$ cat src/hw/rtl/ibcs_pkg.sv
// ----------------------------------------------------------------------------
// IMU bias calibration package
// Shared types and constants for the six-axis bias calibration and scaling
// block.
// ----------------------------------------------------------------------------
package ibcs_pkg;

  localparam int unsigned NUM_AXES = 6;
  localparam int unsigned RAW_W    = 16;
  localparam int unsigned OUT_W    = 20;
  localparam int unsigned RANGE_W  = 2;
  localparam int unsigned SUM_W    = 23;
  localparam int unsigned COUNT_W  = 7;
  localparam int unsigned CFG_IDX_W  = 8;
  localparam int unsigned CFG_DATA_W = 8;

  // Rounded average is (2*|sum| + N) / (2*N), done as a multiplication by a
  // rounded-up reciprocal of 2*N, which is exact for every dividend that fits
  // DVD_W bits.
  localparam int unsigned DVD_W   = 23;
  localparam int unsigned RECIP_W = DVD_W + 2;
  localparam int unsigned PROD_W  = DVD_W + RECIP_W;

  typedef enum logic [CFG_IDX_W-1:0] {
    REG_ACCEL_RANGE = 8'd0,
    REG_GYRO_RANGE  = 8'd1
  } ibcs_reg_e;

  typedef enum logic [2:0] {
    ST_CALIB,
    ST_LOAD,
    ST_DIVIDE,
    ST_FINISH,
    ST_RUN
  } ibcs_state_e;

  typedef struct packed {
    logic acc_en;
    logic div_load;
    logic div_step;
    logic bias_load;
  } ibcs_lane_ctrl_t;

endpackage

$ cat src/hw/rtl/ibcs_ctrl.sv
// ----------------------------------------------------------------------------
// IMU bias calibration controller
// Counts calibration samples, sequences the lane dividers and gates input
// transactions into the result path.
// ----------------------------------------------------------------------------
module ibcs_ctrl
  import ibcs_pkg::*;
#(
  parameter int unsigned CALIB_SAMPLES = 100
) (
  input  logic            clk_i,
  input  logic            rst_ni,
  input  logic            in_valid_i,
  input  logic            out_free_i,
  output logic            in_ready_o,
  output logic            out_load_o,
  output ibcs_lane_ctrl_t lane_ctrl_o
);

  localparam logic [COUNT_W-1:0] LAST_COUNT  = COUNT_W'(CALIB_SAMPLES - 1);
  localparam logic [COUNT_W-1:0] CALIB_COUNT = COUNT_W'(CALIB_SAMPLES);

  ibcs_state_e          state_q, state_d;
  logic [COUNT_W-1:0]   count_q, count_d;

  // Next state.
  always_comb begin
    state_d = state_q;
    case (state_q)
      ST_CALIB: begin
        if (in_valid_i && (count_q == LAST_COUNT)) begin
          state_d = ST_LOAD;
        end
      end
      ST_LOAD:   state_d = ST_DIVIDE;
      ST_DIVIDE: state_d = ST_FINISH;
      ST_FINISH: state_d = ST_RUN;
      ST_RUN:    state_d = ST_RUN;
      default:   state_d = ST_CALIB;
    endcase
  end

  // Outputs.
  always_comb begin
    in_ready_o  = 1'b0;
    out_load_o  = 1'b0;
    lane_ctrl_o = '0;
    case (state_q)
      ST_CALIB: begin
        in_ready_o         = 1'b1;
        lane_ctrl_o.acc_en = in_valid_i;
      end
      ST_LOAD:   lane_ctrl_o.div_load  = 1'b1;
      ST_DIVIDE: lane_ctrl_o.div_step  = 1'b1;
      ST_FINISH: lane_ctrl_o.bias_load = 1'b1;
      ST_RUN: begin
        in_ready_o = out_free_i;
        out_load_o = in_valid_i && out_free_i;
      end
      default: ;
    endcase
  end

  always_comb begin
    count_d = count_q;
    if (lane_ctrl_o.acc_en) begin
      count_d = count_q + 1'b1;
    end
  end

  always_ff @(posedge clk_i or negedge rst_ni) begin
    if (!rst_ni) begin
      state_q <= ST_CALIB;
      count_q <= '0;
    end else begin
      state_q <= state_d;
      count_q <= count_d;
    end
  end

  assert property (@(posedge clk_i) disable iff (!rst_ni)
    (state_q != ST_CALIB && state_q != ST_RUN) |-> !in_ready_o)
    else $error("input accepted while the biases are being computed");

  assert property (@(posedge clk_i) disable iff (!rst_ni)
    (state_q == ST_FINISH) |=> (state_q == ST_RUN))
    else $error("bias write not followed by normal operation");

  assert property (@(posedge clk_i) disable iff (!rst_ni)
    (state_q == ST_RUN) |-> (count_q == CALIB_COUNT))
    else $error("sample count moved after calibration");

  assert property (@(posedge clk_i) disable iff (!rst_ni)
    $onehot0({lane_ctrl_o.acc_en, lane_ctrl_o.div_load,
              lane_ctrl_o.div_step, lane_ctrl_o.bias_load}))
    else $error("conflicting lane commands");

endmodule

$ cat config.mk
export PLATFORM = sky130hd
export DESIGN_NAME = ibcs_ctrl
export DESIGN_NICKNAME = d
export VERILOG_FILES = /design/src/hw/rtl/ibcs_pkg.sv /design/src/hw/rtl/ibcs_ctrl.sv
export SDC_FILE = /design/constraint.sdc
export NUM_CORES = 1
export LEC_CHECK = 0
export BUFFER_PORTS_ARGS = -buffer_cell sky130_fd_sc_hd__buf_2
export CAP_MARGIN = 20
export CORE_AREA = 3 3 40 42
export DETAILED_ROUTE_END_ITERATION = 6
export DIE_AREA = 0 0 43 45
export PLACE_DENSITY_LB_ADDON = 0.15
export SLEW_MARGIN = 20
export SYNTH_ARGS = -nofsm -noshare
export SYNTH_HDL_FRONTEND = slang
export SYNTH_SLANG_ARGS = --single-unit
$ cat constraint.sdc
create_clock -name clk_i -period 2.2 [get_ports clk_i]
set_input_delay 0.22 -clock clk_i [delete_from_list [all_inputs] [get_ports clk_i]]
set_output_delay 0.22 -clock clk_i [all_outputs]
set_load 0.02 [all_outputs]
Word-level counts from Yosys, hierarchy flattened
Index checks and enable logic that the tools add are counted.
Widths: inputs -> output; s select.
{ "word_totals": {"register_bits": 10, "latchBits": 0, "ramBits": 0, "rom_bits": 0, "mem_count": 0} }
{ "op_classes": {"addsub": 1, "mul": 0, "div_mod_pow": 0, "n_lt_le_gt_ge": 0, "n_eq_ne": 6, "shift": 0, "mux": 8, "bitwise": 0, "n_reduce_logical": 4} }
{ "op_table": {"columns": ["cell", "count"], "rows": [
  ["$pmux 3 s4", 1],
  ["$add 7x1->7 const B", 1],
  ["$eq 7x7->1 const B", 1],
  ["$eq 3x2->1 const B", 2],
  ["$mux 1", 5],
  ["$eq 3x1->1 const B", 1],
  ["$eq 3x3->1 const B", 1],
  ["$logic_not 3->1", 1],
  ["$mux 3", 1],
  ["$logic_and 1x1->1", 2],
  ["$ne 2x2->1 const B", 1],
  ["$pmux 1 s2", 1],
  ["$reduce_or 2->1", 1]
]} }

Depth between registers and ports, before layout
{ "depth": {"ltp_word": 4, "mapped_depth": 4, "depth_no_buf": 4} }

Worst setup path before layout
No wires, ideal clock.
{ "synth_path": {"path_kind": "register to register", "startpoint": "register state_q[2]", "endpoint": "register count_q[1]", "setup_ps": 125, "arrival_ps": 1449, "t_required_ps": 2075, "slack_ps": 626, "path_stages_with_launch": 4, "period_less_slack_ps": 1574, "path_cell_list": "dfrtp_1 buf_6 nor4b_4 mux2_2"} }
{ "synth_rtl": {"columns": ["item", "line_no", "source"], "rows": [
  ["from (decl)", "ibcs_ctrl.sv:23", "ibcs_state_e state_q, state_d;"],
  ["from (signal assigned)", "ibcs_ctrl.sv:76", "state_q <= state_d;"],
  ["to (signal assigned)", "ibcs_ctrl.sv:77", "count_q <= count_d;"],
  ["to (decl)", "ibcs_ctrl.sv:24", "logic [COUNT_W-1:0] count_q, count_d;"]
]} }

==> results.md <==
- Max Cap Violations: 0
- CTS tree: done
- IO buf count: 9
- FP Rows: 13
- F_max: 579 MHz
- DRC viols: 0
- Dominant cell by count in the synthesized netlist: dfrtp_1
- First-pass GRT wire length: 1640 um
- Synth unique cells: 21
- CP arrival: 1.51 ns
- Final nets: around 60
- Clock slew at reported path FFs: 0.06 ns
- Post-synth top area cell: dfrtp_1
- Starting Density: around 39%
- Crit path required time: 1.98 ns
- Detail Placement HPWL: 675 um
- Fin area: between 500 and 600 um^2
- Setup ws final: between 0.4 and 0.5 ns
- GR Overflow Total: 0
- Fin crit period: 1.73 ns
- Vias/cell: 5.09
- Max Slew Vio Count: 0
- H-tree levels: 1
- CP max stage cell: nor4b_4
- Clk sinks: 10
- Largest cells by area after synthesis: dfrtp_1 49%, xnor2_1 10%, nor4b_4 4.7%, nand4_1 3.7%, nor2_1 3.0%
- Wire length per cell: approximately 13 um
- P&R area growth vs syn: 14.3%
- Final Hold Viols: 0
- Least-Margin Pin Slew: about 0.46 ns
- Die footprint: 1940 um^2
- Final Core Density: 45.1%
- Vias in the first global route: 367
- Root Buffer: clkbuf_4
- Cell breakdown of the critical path: nor4b_4 > buf_2
- EDFF count, synth: 0
- DRT Wirelength: 871 um
- Die height: 45 um
- Netlist Area Pre-Place: 507 um^2
- FF+latch count, synth: 10
- Crit-path max FO: 9
- Bufs and invs on worst path: 1
- Placer's final routability congestion estimate: ~0.85
- Initial antenna violation count: 0
- Placed Cells: 65
- CTS buffer count: 3
- Worst skew pair latency: roughly 0.25 ns
- Part of the cycle the worst path needs: 78.5%
- Largest net degree at the start of global routing: 11
- Rel. slew slack: 69.3%
- Synthesis warning total: 0
- Crit Path Class: reg2out
- Crit path max-delay family: simple AND/OR/NAND/NOR gates
- Worst path max stage delay: 0.52 ns
- Async set-reset flop share out of synthesis: 100%
- Detailed Routing Iterations Pass 1: 2
- Die Span X: ~43 um
- Setup TNS: 0 ns
- Crit end category: output pin
- Synth Net Count: just under 50
- Synth Instances: 44
- Top cell type's share of synthesized area: 49.4%
- Status: complete, no violations
- Non-Filler Instances: between 60 and 70
- Top cells by count, synth: 10 x dfrtp_1, 6 x xnor2_1, 4 x nor2_1, 3 x nand2_1, 3 x nand4_1
- Tot Pwr: 825 uW
- Post-CTS setup buffer count: 0
- Total GRT Usage: 11.6%
- Hold_ws: 0.354 ns
- Diodes inserted: 0
- Initial detailed-routing violation count: 2
- Syn_area_per_cell: 11.5 um^2
- ANT nets after route: 0
- Leak Pwr: 0.282 nW
- Worst setup SP type: flop
- Clock Tree Buf Depth: 2
- Via count: 351
- Num ports: 10
- Final setup viols: 0
- Max VDD drop: 516 uV
- Layout cells sized above 1: just under 30%
- Sequential area share after synthesis: 49.4%
- Ys flop type: dfrtp_1
- Skew final: ~0.0015 ns
- Placed Instance Area: 547 um^2
- Worst Hold Class: in2async
- Pwr per Cell Area: about 1400 nW/um^2
- RSZ-0062 raised after global routing: false
- Core area: between 1000 and 1500 um^2
- DP Worst Slack: 0.711 ns
==> report_power, final <==
part / switching, mW / leakage [nW] / internal [mW]
clock network: 0.0539 / 0.0138 / 0.0627
registers: 0.114 / 0.126 / 0.268
logic: 0.169 / 0.142 / 0.157
==> cells in the final DEF, fill, tap and decap left out <==
| master | instances |
|---|---|
| and4_2 | 1 |
| inv_1 | 1 |
| a21o_2 | 1 |
| and4b_1 | 1 |
| a31oi_1 | 1 |
| nor4b_4 | 1 |
| xnor2_1 | 6 |
| nand4_1 | 3 |
| ha_1 | 1 |
| dlygate4sd3_1 | 1 |
| nor3_1 | 1 |
| nor3b_1 | 2 |
| clkbuf_4 | 3 |
| and3_1 | 2 |
| xor2_1 | 1 |
| nor2_1 | 4 |
| buf_2 | 9 |
| mux2_2 | 1 |
| dfrtp_1 | 10 |
| a21boi_0 | 1 |
| nand2_1 | 3 |
==> repair_timing <==
| action | 4_1_cts | 5_1_grt |
|---|---|---|
| hold buffers | 1 | 0 |
| gates resized for setup | 0 | 0 |
| hold endpoints to repair | 10 | 0 |
==> state kept, by name, indices dropped and copies added (netlist names) <==
| register | count |
|---|---|
| count_q | 7 |
| state_q | 3 |
==> cells by family after synthesis <==
family,Yosys count,synth area share (%)
AO/OA/AOI/OAI,3,4.45
XOR/XNOR,7,12.1
adder cells (fa/ha/maj),1,2.47
buffers and inverters,4,5.43
flip-flops,10,49.4
multiplexers,1,2.22
AND/OR/NAND/NOR,18,23.9
==> routing by layer <==
| metal | part of all wire [%] | vias up | global-route usage, % |
|---|---|---|---|
| li1 | - | 172 | - |
| met1 | 45 | 167 | 13.2 |
| met2 | 45 | 10 | 19.2 |
| met3 | 8.5 | 2 | 3.59 |
| met4 | 0.57 | 0 | 7.23 |
| met5 | 0 | - | 0 |
==> worst paths after layout <==
check | start | slack, ns | depth (start not counted) | to
max in group asynchronous | rst_ni | 1.66 | 2 | count_q[0]
worst min register to register | count_q[6] | 0.48 | 1 | count_q[6]
worst max-delay path | state_q[2] | 0.47 | 2 | lane_ctrl_o[3]
worst max register to register | state_q[2] | 0.71 | 2 | count_q[1]
min in group clk_i | in_valid_i | 0.40 | 4 | count_q[3]
worst min-delay path | rst_ni | 0.35 | 2 | count_q[1]
==> worst register-to-register path: stages (launching register included) <==
cell and delay (ns):
dfrtp_1 0.48, nor4b_4 0.52, mux2_2 0.38
==> layout make-up <==
type,instances,area (um^2)
multi-input cells,30,229
fillers,134,706
repair buffers,10,55.1
inverters,1,3.75
flip-flops and latches,10,250
well taps,15,18.8
clock buffers,3,22.5
(Power assumes the default switching activity.)
