===== src/hw/rtl/ibcs_pkg.sv =====
// ----------------------------------------------------------------------------
// IMU bias calibration package
// Shared types and constants for the six-axis bias calibration and scaling
// block.
// ----------------------------------------------------------------------------
package ibcs_pkg;

  localparam int unsigned NUM_AXES = 6;
  localparam int unsigned RAW_W    = 16;
  localparam int unsigned OUT_W    = 20;
  localparam int unsigned RANGE_W  = 2;
  localparam int unsigned SUM_W    = 23;
  localparam int unsigned COUNT_W  = 7;
  localparam int unsigned CFG_IDX_W  = 8;
  localparam int unsigned CFG_DATA_W = 8;

  // Rounded average is (2*|sum| + N) / (2*N), done as a multiplication by a
  // rounded-up reciprocal of 2*N, which is exact for every dividend that fits
  // DVD_W bits.
  localparam int unsigned DVD_W   = 23;
  localparam int unsigned RECIP_W = DVD_W + 2;
  localparam int unsigned PROD_W  = DVD_W + RECIP_W;

  typedef enum logic [CFG_IDX_W-1:0] {
    REG_ACCEL_RANGE = 8'd0,
    REG_GYRO_RANGE  = 8'd1
  } ibcs_reg_e;

  typedef enum logic [2:0] {
    ST_CALIB,
    ST_LOAD,
    ST_DIVIDE,
    ST_FINISH,
    ST_RUN
  } ibcs_state_e;

  typedef struct packed {
    logic acc_en;
    logic div_load;
    logic div_step;
    logic bias_load;
  } ibcs_lane_ctrl_t;

endpackage


===== src/hw/rtl/ibcs_lane.sv =====
// ----------------------------------------------------------------------------
// IMU bias calibration axis lane
// Accumulates one axis during calibration, divides the sum into a rounded
// bias, and then removes the bias and applies the range shift.
// ----------------------------------------------------------------------------
module ibcs_lane
  import ibcs_pkg::*;
#(
  parameter int unsigned CALIB_SAMPLES = 100
) (
  input  logic                     clk_i,
  input  logic                     rst_ni,
  input  ibcs_lane_ctrl_t          ctrl_i,
  input  logic signed [RAW_W-1:0]  raw_i,
  input  logic [RANGE_W-1:0]       range_i,
  output logic signed [OUT_W-1:0]  result_o
);

  localparam int unsigned      DIVISOR  = 2 * CALIB_SAMPLES;
  localparam int unsigned      DIV_LOG2 = $clog2(DIVISOR);
  localparam int unsigned      SHIFT    = DVD_W + DIV_LOG2;
  localparam logic [RECIP_W-1:0] RECIP  =
    RECIP_W'(((64'd1 << SHIFT) + 64'(DIVISOR) - 64'd1) / 64'(DIVISOR));
  localparam logic [DVD_W-1:0] ROUND_UP = DVD_W'(CALIB_SAMPLES);

  logic signed [SUM_W-1:0] sum_q, sum_d;
  logic signed [RAW_W-1:0] bias_q, bias_d;
  logic [DVD_W-1:0]        dvd_q, dvd_d;
  logic [PROD_W-1:0]       prod_q, prod_d;
  logic                    neg_q, neg_d;

  logic [SUM_W-1:0]        mag;
  logic [RAW_W-1:0]        quot;
  logic signed [RAW_W:0]   diff;
  logic signed [OUT_W-1:0] diff_ext;

  always_comb begin
    mag  = sum_q[SUM_W-1] ? (SUM_W'(0) - sum_q) : sum_q;
    quot = prod_q[SHIFT +: RAW_W];

    sum_d  = sum_q;
    bias_d = bias_q;
    dvd_d  = dvd_q;
    prod_d = prod_q;
    neg_d  = neg_q;

    if (ctrl_i.acc_en) begin
      sum_d = sum_q + {{(SUM_W-RAW_W){raw_i[RAW_W-1]}}, raw_i};
    end
    if (ctrl_i.div_load) begin
      neg_d = sum_q[SUM_W-1];
      dvd_d = {mag[DVD_W-2:0], 1'b0} + ROUND_UP;
    end
    if (ctrl_i.div_step) begin
      prod_d = PROD_W'(dvd_q) * PROD_W'(RECIP);
    end
    if (ctrl_i.bias_load) begin
      bias_d = neg_q ? (RAW_W'(0) - quot) : quot;
    end
  end

  always_ff @(posedge clk_i or negedge rst_ni) begin
    if (!rst_ni) begin
      sum_q  <= '0;
      bias_q <= '0;
    end else begin
      sum_q  <= sum_d;
      bias_q <= bias_d;
    end
  end

  always_ff @(posedge clk_i) begin
    dvd_q  <= dvd_d;
    prod_q <= prod_d;
    neg_q  <= neg_d;
  end

  // The difference needs 17 bits and the shift is at most three, so the
  // result always fits the output width.
  assign diff     = {raw_i[RAW_W-1], raw_i} - {bias_q[RAW_W-1], bias_q};
  assign diff_ext = {{(OUT_W-RAW_W-1){diff[RAW_W]}}, diff};
  assign result_o = diff_ext <<< range_i;

endmodule


===== config.mk =====
export PLATFORM = sky130hd
export DESIGN_NAME = ibcs_lane
export DESIGN_NICKNAME = d
export VERILOG_FILES = /design/src/hw/rtl/ibcs_pkg.sv /design/src/hw/rtl/ibcs_lane.sv
export SDC_FILE = /design/constraint.sdc
export NUM_CORES = 1
export LEC_CHECK = 0
export BUFFER_PORTS_ARGS = -buffer_cell sky130_fd_sc_hd__buf_2
export CAP_MARGIN = 20
export CORE_ASPECT_RATIO = 1.25
export CORE_MARGIN = 2
export CORE_UTILIZATION = 35
export DETAILED_ROUTE_END_ITERATION = 10
export HOLD_SLACK_MARGIN = 0.02
export SLEW_MARGIN = 20
export SYNTH_ARGS = -nofsm -noshare
export SYNTH_HDL_FRONTEND = slang
export SYNTH_SLANG_ARGS = --single-unit

===== constraint.sdc =====
create_clock -name clk_i -period 7.4 [get_ports clk_i]
set_input_delay 1.85 -clock clk_i [delete_from_list [all_inputs] [get_ports clk_i]]
set_output_delay 1.85 -clock clk_i [all_outputs]
set_load 0.01 [all_outputs]

Word level (Yosys, flattened, before mapping)
Index checks and enable logic that the tools add are counted.
W data, S select, Z words.

cells by class
  $add $sub $neg = 5
  multiply operators = 1
  shift operators = 1
  muxes and demuxes = 2

operators with widths
  cell                      number
  $mul A23 B24 Y47 const B  1
  $add A23 B23 Y23          1
  $add A23 B7 Y23 const B   1
  $mux W22                  1
  $sub A1 B22 Y22 const A   1
  $sshl A17 B2 Y20          1
  $sub A16 B16 Y17          1
  $mux W16                  1
  $sub A1 B16 Y16 const A   1

word-level totals
  register bits after elaboration = 110
  bits of input ports = 24
  output and inout bits = 20

Depth between registers and ports, before layout
Gate-level depths: netlist of the first run.

  depth after elaboration = 3
  gate-level depth with buffers = 22
  depth with buffers taken out = 22

Worst setup path after synthesis of the first run
OpenSTA, ideal clock, no wires.

  kind = reg-to-reg
  start = register dvd_q[6]
  end = register prod_q[45] (data pin)
  data arrival time = 6.116 ns
  path slack = 1.025 ns
  cell stages (with the launch flop) = 23
  buffers on the path = 0
  clock period less this slack = 6.375 ns
  cell sequence = edfxtp_1 inv_1 fa_1 inv_1 fa_1 inv_1 fa_1 fa_1 inv_1 fa_1 fa_1 inv_1 fa_1 inv_1 ha_1 a211o_1 a21oi_1 o31a_1 o211ai_1 a21o_1 a21oi_1 o21ai_0 xnor2_1

on the way
  longest elaborated chain between the ends = 1

ends and longest elaborated chain
  item                    line             source
  from (decl)             ibcs_lane.sv:28  logic [DVD_W-1:0] dvd_q, dvd_d;
  from (signal assigned)  ibcs_lane.sv:73  dvd_q <= dvd_d;
  $mul A23 B24 Y47        ibcs_lane.sv:55  prod_d = PROD_W'(dvd_q) * PROD_W'(RECIP);
  to (signal assigned)    ibcs_lane.sv:74  prod_q <= prod_d;
  to (decl)               ibcs_lane.sv:29  logic [PROD_W-1:0] prod_q, prod_d;

Every way passes these cells.
A chain may end at the register's enable or synchronous reset.

Worst setup path in the final report of the first run
  start = register dvd_q[6]
  end = register prod_q[44] (data pin)

Same word-level chain as after synthesis.

==> results_dict.tcl, run 1 <==
set metrics [dict create \
    hold_path_class "flop to flop" \
    synthAdderAreaFrac_pct 49.2 \
    layout.cells.non_filler 2100 \
    yosysTopAreaCell "fa_1" \
    path_clk_slew_ps 60 \
    grt_usage_pct 16.6 \
    die_y_um 234 \
    outcome "finished clean" \
    fmax_mhz 144 \
    critPathKind "flop to flop" \
    cp_max_fo 7 \
    layout-drive-gt1-share_pct 6.55 \
    fillCellCount 4232 \
    start_util_pct 35.4 \
    hpwl_mm 31.2 \
    synth_warnings 0 \
    syn_to_final_growth_pct 7.72 \
    netlist_instances 1502 \
    antenna_found_initial 0 \
    grt_max_degree 40 \
    clk_latency_ps 350 \
    synth_seq_cells 78 \
    utilization_pct 38.1 \
    drt_wl_total_mm 35.1 \
    wl_per_cell_um 16.7 \
    yosysMostFrequentCell "inv_1" \
    startpoint_type "flop" \
    drtIter0Drc 395 \
    num_vias 10430 \
    core_area_mm2 0.0420 \
    n_antenna_cell 0 \
    drc 0 \
    yosysSeqAreaShare_pct 14.4 \
    setup_viol 0 \
    timing.final.ws_setup_ps 465 \
    syn-num-nets 1999 \
    tightest_slew_ps 932 \
    post-route-period-util_pct 93.7 \
    viasPerCell 4.97 \
    min_period_ps 6930 \
    synthesis.area_mm2 0.0149 \
    setup_tns_ps 0 \
    slew_headroom_pct 37.9 \
    synth_area_per_cell_um2 9.90 \
    synth_edf_count 39 \
    clk_path_buf_depth 2 \
    pin_count 44 \
    grt_first_pass_wirelength_mm 57.4 \
    end_kind "flop" \
    gp_congestion 0.938 \
    die_x_um 188 \
    synth.area.top_cells "fa_1 (25%), ha_1 (24%), inv_1 (8.1%)" \
    drtAntennaViolNets 0 \
    synth.distinct_cells 74 \
    root_buffer "clkbuf_16" \
    synth_ff_type "edfxtp_1" \
    fin_nets 2033 \
    yosys.area_share.simple_pct 8.01 \
    postCtsSetupRepairBufs 0 \
    synth-xor-area-share_pct 5.65 \
    synth_top_area_share_pct 25.0 \
    htree_levels 3 \
    drv_slew 0 \
    ys_async_sr_fraction_pct 50.0 \
    grt_pass1_vias 11051 \
    synthTopCellsByCount "inv_1 (319), ha_1 (287), fa_1 (186), nor2_1 (69), a21oi_1 (66)" \
    crit_required_ps 7490 \
    dp.cells 2084 \
    overflow 0 \
    port_buffers 43 \
    synth_compound_area_share_pct 10.3 \
    hold_viol 0 \
    synthMuxAreaShare_pct 3.70 \
    dpl_worst_slack_ps 357 \
    cp.arrival_ps 7030 \
    rows 84 \
    synth_top_family_by_area "adder cells" \
    die-area_mm2 0.0442 \
    cts.sinks 78 \
    maxCapViolations 0 \
    drt-pass1-iter-count 5 \
    cts-buffers-inserted 9 \
    ctsHoldBuffers 0 \
    fin_skew_ps 7.31 \
    rsz0062_at_grt "false" \
    cts_tree "done" \
]
==> area by class of cell <==
cell class                 count  area [um^2]  area share [%]
tap                          559          699            4.37
timing repair buffer          45          230            1.44
inverter                     320         1200            7.50
multi-input combinational   1082        11400            71.4
clock buffer                   9          225            1.41
clock inverter                 7         80.1           0.500
sequential                    78         2150            13.4
==> metrics by stage <==
stage	hold slack [ps]	cell area, um^2
2_1_floorplan	420	14900
6_report	523	16000
5_1_grt	548	16000
3_3_place_gp	504	15700
3_5_place_dp	514	15700
4_1_cts	525	16000
==> repair_timing <==
item,in CTS,in global routing
resized for setup,0,1
endpoints found under the setup margin,0,3
hold endpoints to repair,0,0
==> registers in the layout, summed over array words and instances (netlist names) <==
| signal | flops |
|---|---|
| bias_q | 16 |
| dvd_q | 22 |
| neg_q | 1 |
| prod_q | 16 |
| sum_q | 23 |
==> worst max-delay path, stage by stage (launching register included) <==
cell and delay [ps]:
edfxtp_1 530, inv_1 150, fa_1 520, inv_1 80
fa_1 520, inv_1 60, fa_1 500, fa_1 510
inv_1 50, fa_1 460, fa_1 540, inv_1 50
fa_1 530, inv_1 40, ha_1 320, a211o_1 300
a21oi_1 140, o31a_1 150, o211ai_1 240, a21o_1 300
and3_1 180, o41ai_1 390, xnor2_1 100
==> cell usage in the layout (no fill, tap or decap), types with 12 or more instances in the layout <==
master | Yosys | routed
xor2_1 | 44 | 44
nand3_1 | 16 | 16
o21ai_0 | 41 | 41
nor3_1 | 26 | 26
ha_1 | 287 | 287
edfxtp_1 | 39 | 39
a211oi_1 | 13 | 13
nor2_1 | 69 | 69
mux2_2 | 18 | 18
o31ai_1 | 14 | 14
fa_1 | 186 | 186
nor2b_1 | 12 | 12
nand2_1 | 44 | 44
mux2i_1 | 28 | 28
buf_2 | 6 | 43
a21oi_1 | 66 | 65
a21o_1 | 25 | 25
inv_1 | 319 | 319
dfrtp_1 | 39 | 39
xnor2_1 | 52 | 52
==> final timing paths <==
check	start	depth (start not counted)	to	slack, ps
setup / recovery	dvd_q[6]	22	prod_q[44]	470
hold / removal	bias_q[0]	1	bias_q[0]	520
setup reg to reg	dvd_q[6]	22	prod_q[44]	470
hold reg to reg	bias_q[0]	1	bias_q[0]	520
max in group asynchronous	rst_ni	1	bias_q[9]	5170
min in group asynchronous	rst_ni	1	sum_q[14]	1630
==> layer usage <==
metal	wire length, um	vias up	GRT usage, %
met2	18000	166	31.0
li1	-	5103	-
met4	1780	0	8.37
met1	14300	5092	18.7
met5	0	-	0
met3	955	69	2.04
==> kinds of logic after synthesis <==
family,after synthesis
buffers and inverters,342
adders and majority gates,473
muxes,49
and+or+nand+nor,231
DFF,78
AOI/OAI and AO/OA,233
xor gates and xnor gates,96
Power of run 1 is left out: the tool's default activity adds up to more than one toggle a clock period on the data nets, which glitch-free logic cannot reach.
==> run 2: changes to the inputs <==
--- a/config.mk
+++ b/config.mk
@@ -13,4 +13,5 @@
 export DETAILED_ROUTE_END_ITERATION = 10
 export HOLD_SLACK_MARGIN = 0.02
+export REMOVE_ABC_BUFFERS = 1
 export SLEW_MARGIN = 20
 export SYNTH_ARGS = -nofsm -noshare
==> constraint.sdc (replaced) <==
create_clock -name clk_i -period 7.4 [get_ports clk_i]
set_input_delay 1.85 -clock clk_i [delete_from_list [all_inputs] [get_ports clk_i]]
set_output_delay 1.85 -clock clk_i [all_outputs]
set_load 0.005 [all_outputs]
==> results_dict.tcl, run 2 (synthesis gave the netlist of run 1 again) <==
set metrics [dict create \
    hold_path_class "flop to flop" \
    drv_slew 0 \
    hpwl_mm 30.7 \
    grt_max_degree 40 \
    grt_first_pass_wirelength_mm 57.3 \
    fin_nets 2033 \
    clk_path_buf_depth 2 \
    clk_latency_ps 350 \
    largest_reg_flops 23 \
    dpl_cell_area_mm2 0.0157 \
    grt_usage_pct 16.4 \
    final_area_mm2 0.0161 \
    path_clk_slew_ps 60 \
    n_antenna_cell 0 \
    final_common_cell "inv_1" \
    die_x_um 188 \
    maxCapViolations 0 \
    port_buffers 43 \
    syn_to_final_growth_pct 7.95 \
    drtIter0Drc 358 \
    ctsHoldBuffers 0 \
    regMostFlops "sum_q" \
    tightest_slew_ps 932 \
    drt-pass1-iter-count 4 \
    setup_viol 0 \
    fillCellCount 4246 \
    cts_tree "done" \
    htree_levels 3 \
    slew_headroom_pct 37.9 \
    setup_tns_ps 0 \
    antenna_found_initial 0 \
    min_period_ps 7110 \
    drt_wl_total_mm 34.8 \
    drtAntennaViolNets 0 \
    drc 0 \
    rows 84 \
    layout_common_cells "inv_1 (319), ha_1 (287), fa_1 (186), nor2_1 (69), a21oi_1 (65)" \
    num_vias 10435 \
    cts.sinks 78 \
    dp.cells 2084 \
    pin_count 44 \
    timing.final.ws_setup_ps 288 \
    core_area_mm2 0.0420 \
    post-route-period-util_pct 96.1 \
    end_kind "flop" \
    die-area_mm2 0.0442 \
    gp_congestion 0.932 \
    die_y_um 234 \
    reg_top3 "sum_q: 23 flops, dvd_q: 22 flops" \
    layout.cells.non_filler 2100 \
    viasPerCell 4.97 \
    crit_required_ps 7490 \
    root_buffer "clkbuf_16" \
    startpoint_type "flop" \
    cts-buffers-inserted 9 \
    outcome "finished clean" \
    cp_max_fo 7 \
    fin_skew_ps 7.88 \
    rsz0062_at_grt "false" \
    critPathKind "flop to flop" \
    postCtsSetupRepairBufs 0 \
    dpl_worst_slack_ps 294 \
    cp.arrival_ps 7200 \
    start_util_pct 35.4 \
    wl_per_cell_um 16.6 \
    overflow 0 \
    hold_viol 0 \
    grt_pass1_vias 11055 \
    fmax_mhz 141 \
    layout-drive-gt1-share_pct 6.49 \
]
[run 2: area by class of cell]
type / count / area [um^2] / share of cell area, %
clock buffer: 10 / 229 / 1.43
multi-input combinational: 1082 / 11400 / 71.2
sequential: 78 / 2150 / 13.4
tap: 559 / 699 / 4.36
timing repair buffer: 45 / 230 / 1.43
inverter: 320 / 1200 / 7.48
clock inverter: 6 / 110 / 0.686
[run 2: path summary, 6_finish.rpt]
| check | from | to | slack, ps | cells past startpoint |
|---|---|---|---|---|
| max in group asynchronous | rst_ni | bias_q[9] | 5160 | 1 |
| min reg2reg | bias_q[0] | bias_q[0] | 530 | 1 |
| max | dvd_q[6] | prod_q[44] | 290 | 22 |
| min | bias_q[0] | bias_q[0] | 530 | 1 |
| min in group asynchronous | rst_ni | sum_q[13] | 1640 | 1 |
| max reg2reg | dvd_q[6] | prod_q[44] | 290 | 22 |
[run 2: stage by stage]
step / utilization (%) / hold WS [ps]
6_report: 38.2 / 527
5_1_grt: 38.2 / 544
4_1_cts: 38.2 / 531
3_5_place_dp: 37.4 / 514
3_3_place_gp: 37.4 / 505
2_1_floorplan: - / 485
[run 2: worst max-delay path, cell delays in order (launching register included)]
cell      delay (ps)
edfxtp_1         530
inv_1            150
fa_1             530
inv_1             90
fa_1             510
inv_1             60
fa_1             490
fa_1             510
inv_1             50
fa_1             470
fa_1             550
inv_1             60
fa_1             530
inv_1             50
ha_1             320
a211o_1          300
a21oi_1          160
o31a_1           150
o211ai_1         240
a21o_1           310
and3_1           190
o41ai_1          460
xnor2_1          130
[run 2: routing by layer]
metal	routed length, um	vias up	track usage [%]
met5	0	-	0
met4	1070	0	5.30
met3	629	51	1.06
met2	18200	146	31.0
met1	14900	5140	19.9
li1	-	5098	-
[run 2: what timing repair did]
action	in CTS	in global routing
gates resized for setup	0	1
endpoints found under the setup margin	0	3
hold endpoints to repair	0	0
Power of run 2 is left out for the same reason.
